===== src/sv/cdsd_pkg.sv =====
`timescale 1ns / 1ps
// ----------------------------------------------------------------------------
// cdsd_pkg
// Shared types and constants for the CAN signal extract and scale block.
// ----------------------------------------------------------------------------
package cdsd_pkg;

    localparam int PAYLOAD_BYTES = 8;
    localparam int PAYLOAD_BITS  = PAYLOAD_BYTES * 8;
    localparam int FRACTION_BITS = 16;

    localparam int FACTOR_W  = 32;
    localparam int OFFSET_W  = 48;
    localparam int CFG_DATA_W = 48;
    localparam int CFG_IDX_W  = 3;
    localparam int PROD_W    = 65;
    localparam int SUM_W     = 98;

    // Register indexes on the configuration port
    localparam logic [CFG_IDX_W-1:0] REG_START_BIT    = 3'd0;
    localparam logic [CFG_IDX_W-1:0] REG_BIT_LENGTH   = 3'd1;
    localparam logic [CFG_IDX_W-1:0] REG_BYTE_ORDER   = 3'd2;
    localparam logic [CFG_IDX_W-1:0] REG_VALUE_SIGNED = 3'd3;
    localparam logic [CFG_IDX_W-1:0] REG_SCALE_FACTOR = 3'd4;
    localparam logic [CFG_IDX_W-1:0] REG_SCALE_OFFSET = 3'd5;

    localparam logic ORDER_INTEL    = 1'b0;
    localparam logic ORDER_MOTOROLA = 1'b1;

    localparam logic signed [FACTOR_W-1:0] FACTOR_ONE = FACTOR_W'(1 << FRACTION_BITS);

    localparam logic [63:0] ALL_ONES = 64'hFFFF_FFFF_FFFF_FFFF;
    localparam logic [63:0] PHYS_MAX = 64'h7FFF_FFFF_FFFF_FFFF;
    localparam logic [63:0] PHYS_MIN = 64'h8000_0000_0000_0000;

    typedef struct packed {
        logic [5:0]                  start_bit;
        logic [6:0]                  bit_length;
        logic                        byte_order;
        logic                        value_signed;
        logic signed [FACTOR_W-1:0]  scale_factor;
        logic signed [OFFSET_W-1:0]  scale_offset;
    } cfg_t;

endpackage


===== src/sv/cdsd_extract.sv =====
`timescale 1ns / 1ps
// ----------------------------------------------------------------------------
// cdsd_extract
// Pulls the configured signal out of a payload in Intel or Motorola order,
// sign-extends signed ones; flags bits outside the payload, lengths 0 or >64.
// ----------------------------------------------------------------------------
module cdsd_extract
(
    input  cdsd_pkg::cfg_t cfg,
    input  logic [63:0]    payload,
    output logic [63:0]    raw_value,
    output logic           range_error
);
    import cdsd_pkg::*;

    logic [63:0] payload_m;
    logic [63:0] reversed;
    logic [63:0] moto_word;
    logic [63:0] aligned;
    logic [63:0] len_mask;
    logic [63:0] bits;
    logic [2:0]  sbyte;
    logic [2:0]  soff;
    logic [5:0]  moto_shift;
    logic [6:0]  len_eff;
    logic [6:0]  len_m1;
    logic [7:0]  intel_end;
    logic [7:0]  moto_avail;
    logic        len_bad;
    logic        out_of_range;

    assign sbyte = cfg.start_bit[5:3];
    assign soff  = cfg.start_bit[2:0];

    always_comb
    begin
        for (int i = 0; i < 8; i++)
        begin
            payload_m[8*i +: 8] = (i < PAYLOAD_BYTES) ? payload[8*i +: 8] : 8'h00;
        end
        // byte j of reversed is payload byte 7-j
        for (int j = 0; j < 8; j++)
        begin
            reversed[8*j +: 8] = payload_m[8*(7-j) +: 8];
        end
    end

    always_comb
    begin
        len_bad = (cfg.bit_length == 7'd0) || (cfg.bit_length > 7'd64);
        if (cfg.bit_length == 7'd0)
        begin
            len_eff = 7'd1;
        end
        else if (cfg.bit_length > 7'd64)
        begin
            len_eff = 7'd64;
        end
        else
        begin
            len_eff = cfg.bit_length;
        end
    end

    // Motorola: bring the start byte to byte 0 with lower bytes following upward
    assign moto_shift = {3'd7 - sbyte, 3'b000};
    assign moto_word  = reversed >> moto_shift;
    assign aligned    = (cfg.byte_order == ORDER_MOTOROLA) ? (moto_word >> soff)
                                                           : (payload_m >> cfg.start_bit);
    assign len_mask   = ~(ALL_ONES << len_eff);
    assign bits       = aligned & len_mask;
    assign len_m1     = len_eff - 7'd1;

    always_comb
    begin
        if (cfg.value_signed && (len_eff != 7'd64) && bits[len_m1[5:0]])
        begin
            raw_value = bits | ~len_mask;
        end
        else
        begin
            raw_value = bits;
        end
    end

    assign intel_end  = {2'b00, cfg.start_bit} + {1'b0, len_eff};
    assign moto_avail = {2'b00, sbyte, 3'b000} + 8'd8 - {5'd0, soff};

    always_comb
    begin
        if (cfg.byte_order == ORDER_MOTOROLA)
        begin
            out_of_range = ({1'b0, sbyte} >= 4'(PAYLOAD_BYTES))
                        || ({1'b0, len_eff} > moto_avail);
        end
        else
        begin
            out_of_range = intel_end > 8'(PAYLOAD_BITS);
        end
    end

    assign range_error = len_bad || out_of_range;

endmodule


===== config.mk =====
export PLATFORM = sky130hd
export DESIGN_NAME = cdsd_extract
export DESIGN_NICKNAME = d
export VERILOG_FILES = /design/src/sv/cdsd_pkg.sv /design/src/sv/cdsd_extract.sv
export SDC_FILE = /design/constraint.sdc
export NUM_CORES = 1
export LEC_CHECK = 0
export BUFFER_PORTS_ARGS = -buffer_cell sky130_fd_sc_hd__buf_4
export CAP_MARGIN = 5
export CORE_MARGIN = 1
export CORE_UTILIZATION = 30
export DETAILED_ROUTE_END_ITERATION = 10
export PLACE_DENSITY = 0.48
export SYNTH_ARGS = -nofsm -noshare
export SYNTH_HDL_FRONTEND = slang
export SYNTH_SLANG_ARGS = --single-unit
export TNS_END_PERCENT = 5

===== constraint.sdc =====
create_clock -name vclk -period 10.25
set_input_delay 0 -clock vclk [all_inputs]
set_output_delay 0 -clock vclk [all_outputs]
set_load 0.01 [all_outputs]

-- After elaboration in Yosys (flattened, before gate mapping)
Index checks and enable logic that the tools add are counted.
- add/subtract/negate cells: 5
- $lt $le $gt $ge: 4
- equality and inequality tests: 1
- shifts and indexed selects: 4
- mux-type cells: 7
- bitwise gates (word level): 4
- reduce and logical (&&, ||, !) cells: 5
- operator list (kind ; count):
    two-way mux 64 bit ; 2
    inverter 64 bit ; 2
    right shift 64 x 6 -> 64 bit ; 2
    AND 64 bit ; 1
    OR 64 bit ; 1
    left shift 64 x 7 -> 64 bit, first input constant ; 1
    right shift 64 x 3 -> 64 bit ; 1
    two-way mux 7 bit ; 2
    adder 6 x 7 -> 8 bit ; 1
    greater-than comparator 7 x 8 -> 1 bit ; 1
    greater-than comparator 8 x 7 -> 1 bit, second input constant ; 1
    subtractor 7 x 3 -> 8 bit ; 1
    adder 6 x 4 -> 7 bit, second input constant ; 1
    greater-than comparator 7 bit, second input constant ; 1
    logical NOT 7 bit ; 1
    less-than comparator 6 x 7 -> 1 bit, second input constant ; 1
    != test 7 bit, second input constant ; 1
    binary-select mux 1 bit (select 6 bit) ; 1
    subtractor 6 x 1 -> 6 bit, second input constant ; 1
    subtractor 3 bit, first input constant ; 1
    logical AND 1 bit ; 2
    logical OR 1 bit ; 2
    two-way mux 1 bit ; 2
- bits in registers: 0

-- Depth between registers and ports, before layout
Gate-level depths: netlist of the first run.
- depth after elaboration: 10
- gate-level depth with buffers: 19
- depth with buffers taken out: 16

-- Least setup slack after synthesis of the first run
Ideal clock, no wire load.
- kind: input port to output port
- start point: input cfg[84] (netlist name)
- end point: output raw_value[34]
- arrival time: 3.943 ns
- slack: 6.307 ns
- stages: 16
- path buffers: 4
- cells stage by stage: clkbuf_1 > or2_2 > nor4_1 > o21ba_2 > inv_1 > clkbuf_1 > clkbuf_1 > ha_1 > xnor2_1 > nand2_1 > or4_1 > o2111a_1 > a32oi_2 > nor2_2 > buf_6 > o41ai_1
- longest elaborated chain between the ends: 10
- ends and longest elaborated chain (item ; line ; source):
    start: declaration ; cdsd_extract.sv:9 ; input cdsd_pkg::cfg_t cfg,
    greater-than comparator 7 bit ; cdsd_extract.sv:55 ; else if (cfg.bit_length > 7'd64)
    two-way mux 7 bit ; cdsd_extract.sv:55 ;
    two-way mux 7 bit * ; cdsd_extract.sv:51 ; if (cfg.bit_length == 7'd0)
    left shift 64 x 7 -> 64 bit ; cdsd_extract.sv:70 ; assign len_mask = ~(ALL_ONES << len_eff);
    inverter 64 bit ; cdsd_extract.sv:70 ;
    AND 64 bit ; cdsd_extract.sv:71 ; assign bits = aligned & len_mask;
    binary-select mux 1 bit (select 6 bit) ; cdsd_extract.sv:76 ; if (cfg.value_signed && (len_eff != 7'd64) && bits[len_m1[5:0]])
    two-way mux 1 bit (not written as such) ; cdsd_extract.sv:76 ;
    logical AND 1 bit ; cdsd_extract.sv:76 ;
    two-way mux 64 bit * ; cdsd_extract.sv:76 ;
    end: declaration ; cdsd_extract.sv:11 ; output logic [63:0] raw_value,
Every way passes the cells marked *; elsewhere a longest branch is shown, timed or not. The select of a mux whose other input is x is not followed.

-- Worst setup path in the final report of the first run
- start point: input cfg[89] (netlist name)
- end point: output raw_value[53]
- longest elaborated chain between the ends: 7
- ends and longest elaborated chain (item ; line ; source):
    right shift 64 x 6 -> 64 bit / right shift 64 x 3 -> 64 bit (equally long branches) ; cdsd_extract.sv:69, cdsd_extract.sv:68 ;
    two-way mux 64 bit * ; cdsd_extract.sv:68 ; assign aligned = (cfg.byte_order == ORDER_MOTOROLA) ? (moto_word >> soff)
    AND 64 bit * ; cdsd_extract.sv:71 ;
    binary-select mux 1 bit (select 6 bit) ; cdsd_extract.sv:76 ;
    two-way mux 1 bit (not written as such) ; cdsd_extract.sv:76 ;
    logical AND 1 bit ; cdsd_extract.sv:76 ;
    two-way mux 64 bit * ; cdsd_extract.sv:76 ;
Marks and branches as above.

==> impl_metrics.csv, run 1 <==
group,metric,value,unit
layout,nNetsFinal,1973,
critical_path,cpPeakStageDelay,0.97,ns
timing,worst_slew_pin_slew,1.28,ns
layout,syn_to_final_growth,8.44,%
critical_path,cpMaxStageDelayCell,"nor2b_2",
critical_path,cp_top_family,"compound AO/OA/AOI/OAI gates",
floorplan,dieArea,45500,sq um
placement,numPortBuffers,144,
hold_path,min_from,"cfg[80]",
synthesis,synth_largest_area_cell,"mux4_2",
synthesis,synth_xor_area_share,0.785,%
timing,max_freq,157,MHz
synthesis,ys_seq_area_share,0,%
layout,fin_area,14500,sq um
global_routing,grt_pass1_wl,136,mm
layout,seq_cells,0,
synthesis,synth_mux_area_share,32.5,%
synthesis,synthDistinctLibCells,97,
synthesis,synth.area.top_cells,"mux4_2 (15%), mux2i_1 (11%), mux2_2 (6.9%)",
timing,timing.final.crit_period,6.36,ns
synthesis,yosys.area_share.adder,2.11,%
placement,dp_hpwl,75.4,mm
hold_path,hp-class,"input port to primary output",
layout,n_clock_buffer,0,
synthesis,synth_compound_area_share,34.1,%
critical_path,startpoint_type,"input port",
synthesis,synth_top_family_by_area,"compound AO/OA/AOI/OAI gates",
timing,setup_viol,0,
placement,placed_cell_area,14500,sq um
placement,gp_congestion,1.06,
status,status,"finished, final reports clean",
synthesis,syn-cell-area,13400,sq um
critical_path,required,10.25,ns
timing,slew_violations,0,
critical_path,cp.depth,15,
global_routing,grt_max_degree,94,
critical_path,arrival,6.36,ns
global_routing,use_met1,57.1,%
global_routing,busiest_layer,"met2",
global_routing,grt-ovfl-total,0,
timing,fin_setup_tns,0,ns
critical_path,end_kind,"primary output",
global_routing,gr-usage-all-layers,42.5,%
synthesis,synth_top_cells_by_count,"nand2_1 (171), mux2i_1 (144), nor2_1 (137), clkbuf_1 (112), o21ai_0 (91)",
route,wirelength,98.9,mm
global_routing,antenna_found_initial,1,
route,drc_errors,0,
route,drt_iter0_drc,3089,
route,vias,17900,
layout,register_area,0,sq um
critical_path,worst_path_most_repeated_cell,"buf_4",
critical_path,crit_chain,"buf_4 > buf_4 > buf_4 > nor2b_2 > a22o_1 > nor3_1 > a2111oi_0 > o2111ai_1 > nand2_1 > o21ai_0 > a2111o_1 > a211oi_4 > buf_4 > o31ai_1 > buf_4",
cts,cts_setup_buffers,0,
floorplan,fp.dieH,213,um
timing,hold_viol,0,
synthesis,avgSynthCellArea,7.44,sq um
floorplan,fp-row-count,77,
critical_path,path_max_fanout,56,
global_routing,met2_usage,63.9,%
floorplan,io_pins,224,
floorplan,start_util,30.4,%
route,antenna_left,0,
synthesis,synth_top_area_share,14.6,%
critical_path,timing.critical_path.buf_inv,5,
synthesis,ys_warn_count,0,
cts,hold_buffers,0,
route,wire_per_inst,41.5,um
floorplan,design.core.area,44100,sq um
hold_path,holdPathStages,4,
synthesis,yosys.area_share.simple,21.5,%
floorplan,die_w,213,um
synthesis,synth.most_common_cell,"nand2_1",
cts,cts_resized,0,
route,viasPerCell,7.51,
synthesis,syn-num-nets,1981,
hold_path,whs_endpoint,"raw_value[3]",
timing,slew_headroom,14.2,%
critical_path,worstSetupPathType,"input port to primary output",
synthesis,netlist_instances,1800,
layout,drive_gt1_share,23.4,%
route,firstDrtPassIters,8,
timing,fin_crit_sh,62.0,%
global_routing,grt_pass1_vias,16700,
global_routing,grtUsageMet3,11.0,%
flow_run,drv_cap,0,
timing,rsz0062_at_grt,"false",
==> kinds of logic (layout without fill, tap and decap cells) <==
family	count (synthesis)	in the layout
AND/OR/NAND/NOR	592	592
XOR/XNOR	12	12
other	0	1
buffers and inverters	231	221
AO/OA/AOI/OAI	628	628
adder cells (fa/ha/maj)	22	22
multiplexers	315	315
==> tightest hold or removal path, stage by stage <==
cell and delay (ns):
buf_4 0.28, nand2_1 0.11, o21ai_1 0.06, buf_4 0.13
==> metal layers <==
metal | vias to the layer above | wire, um
met5 | - | 13
met4 | 2 | 5190
met3 | 268 | 12300
met2 | 1496 | 42100
met1 | 8978 | 39200
li1 | 7163 | -
==> worst max-delay path by stage <==
stage / start / end / slack (ns)
global placement: cfg[89] / raw_value[52] / 4.09
global route: cfg[90] / raw_value[52] / 3.83
finish: cfg[89] / raw_value[53] / 3.89
CTS: cfg[89] / raw_value[52] / 4.13
floorplan: cfg[84] / raw_value[34] / 6.31
detailed placement: cfg[89] / raw_value[52] / 4.15
==> through the flow <==
stage	setup slack [ns]	cells	utilization (%)	hold WS [ns]
finish	3.89	2383	32.9	0.593
global route	3.83	2382	32.9	0.629
CTS	4.13	2382	32.9	0.584
global placement	4.09	2382	32.9	0.582
detailed placement	4.15	2382	32.9	0.584
floorplan	6.31	1800	-	0.303
==> layout by cell type, fill, tap and decap left out, drive strengths merged, types with 17 or more instances in the layout <==
cell type,n
nand4,17
mux2i,144
nor3,50
o22ai,67
a22oi,39
o32ai,20
mux4,87
buf,200
nor2b,22
a21oi,79
or3,20
a211oi,31
nand2b,31
o21ai,102
nor4,20
and2,21
inv,19
nand2,171
o211ai,31
nand3,53
ha,21
mux2,84
nor2,139
o41ai,17
o31ai,40
o221ai,17
==> cell type report <==
class | count | area (sq um)
repair buffers | 200 | 1510
inverters | 21 | 81.3
fillers | 4912 | 29600
well taps | 592 | 741
multi-input cells | 1569 | 12200
diodes | 1 | 2.50
==> run 2, diff against run 1 <==
clock period = 6.5 ns   (was 10.25 ns; I/O delays follow)
==> run 2 against run 1 <==
  * Critical endpoint is now raw_value[45]
  * Worst hold slack gained 0.018 ns
  * Sequential cell count is the same
  * Global-route usage up 0.75 points
  * Sequential share of layout area unchanged
  * Die area is the same
  * Routed wire length rose by 2.2%
  * Cell count grew 0.71%
  * Clock-buffer cell count unchanged
==> impl_metrics.csv, run 2 (synthesized netlist as in run 1, its figures left out) <==
group,metric,value,unit
global_routing,antenna_found_initial,5,
route,viasPerCell,7.58,
layout,final_cell_mix,"buf_4 (212), nand2_1 (171), mux2i_1 (144)",
critical_path,arrival,5.35,ns
critical_path,end_kind,"primary output",
critical_path,cpMaxStageDelayCell,"nor4b_1",
layout,n_clock_buffer,0,
layout,register_area,0,sq um
timing,max_freq,187,MHz
global_routing,grt_pass1_wl,138,mm
floorplan,fp-row-count,77,
global_routing,gr-usage-all-layers,43.2,%
cts,cts_resized,0,
timing,setup_viol,0,
floorplan,io_pins,224,
critical_path,cpPeakStageDelay,0.82,ns
layout,layout_commonest_cell,"buf_4",
layout,seq_cells,0,
route,wire_per_inst,42.1,um
layout,fillers,4840,
floorplan,dieArea,45500,sq um
layout,nNetsFinal,1989,
timing,timing.final.crit_period,5.35,ns
route,drc_errors,0,
floorplan,fp.dieH,213,um
floorplan,die_w,213,um
timing,slew_violations,0,
floorplan,design.core.area,44100,sq um
placement,numPortBuffers,144,
critical_path,path_max_fanout,89,
critical_path,startpoint_type,"input port",
timing,fin_hold_ws,0.611,ns
critical_path,worstSetupPathType,"input port to primary output",
timing,fin_setup_tns,0,ns
global_routing,grt-ovfl-total,0,
layout,drive_gt1_share,24.0,%
timing,slew_headroom,9.19,%
timing,rsz0062_at_grt,"false",
timing,hold_viol,0,
placement,pre_cts_ws,1.41,ns
route,antenna_left,0,
layout,syn_to_final_growth,9.58,%
timing,setup_slack,1.15,ns
cts,cts_setup_buffers,0,
route,wirelength,101,mm
route,vias,18200,
placement,dp_hpwl,77.4,mm
placement,gp_congestion,1.05,
placement,dp.cells,2398,
global_routing,grt_pass1_vias,16600,
cts,hold_buffers,0,
route,drt_iter0_drc,3533,
layout,stdcell_count,2400,
critical_path,required,6.50,ns
timing,fin_crit_sh,82.3,%
status,status,"finished, final reports clean",
floorplan,start_util,30.4,%
global_routing,grt_max_degree,90,
route,firstDrtPassIters,6,
hold_path,hp-class,"input port to primary output",
critical_path,crit_chain,"buf_6 > mux2i_1 > mux4_2 > mux4_2 > nand2_1 > o311a_1 > o311a_1 > o41ai_1 > nor4b_1 > a211oi_4 > buf_12 > o41ai_1 > buf_4",
timing,worst_slew_pin_slew,1.36,ns
flow_run,drv_cap,0,
[run 2: changes by cell type in the layout (fill, tap and decap cells not counted)]
cell / change
buf_12: +2
o32ai_1: -1
nor2b_1: +1
buf_4: +14
diode_2: +1
o32ai_2: +1
nor2b_2: -1
[run 2: area by class of cell]
cell class	count	area (sq um)	area share [%]
Antenna cell	2	5.00	0.0341
Inverter	21	81.3	0.554
Multi-Input combinational cell	1569	12200	83.1
Tap cell	592	741	5.05
Timing Repair Buffer	216	1650	11.3
[run 2: final timing paths]
check             startpoint             to  slack [ns]  depth (start not counted)
setup / recovery     cfg[92]  raw_value[45]        1.15                         13
hold / removal       cfg[80]   raw_value[4]        0.61                          4
[run 2: critical path: cells and delay by family]
kind / cells / cell delay, ns
muxes: 3 / 1.96
AOI/OAI and AO/OA: 5 / 1.18
buffers and inverters: 3 / 1.06
and+or+nand+nor: 2 / 0.93
[run 2: layer usage]
layer | global-route usage (%) | up-vias | share of wire [%]
li1 | - | 7209 | -
met1 | 57.9 | 9049 | 39
met2 | 64.1 | 1636 | 42
met3 | 12.4 | 294 | 14
met4 | 18.9 | 6 | 5.5
met5 | 0 | - | 0.033
[run 2: per-stage QoR]
stage          utilization, %  area [sq um]
3_3_place_gp             33.3         14700
2_1_floorplan               -         13400
5_1_grt                  33.3         14700
4_1_cts                  33.3         14700
3_5_place_dp             33.3         14700
6_report                 33.3         14700
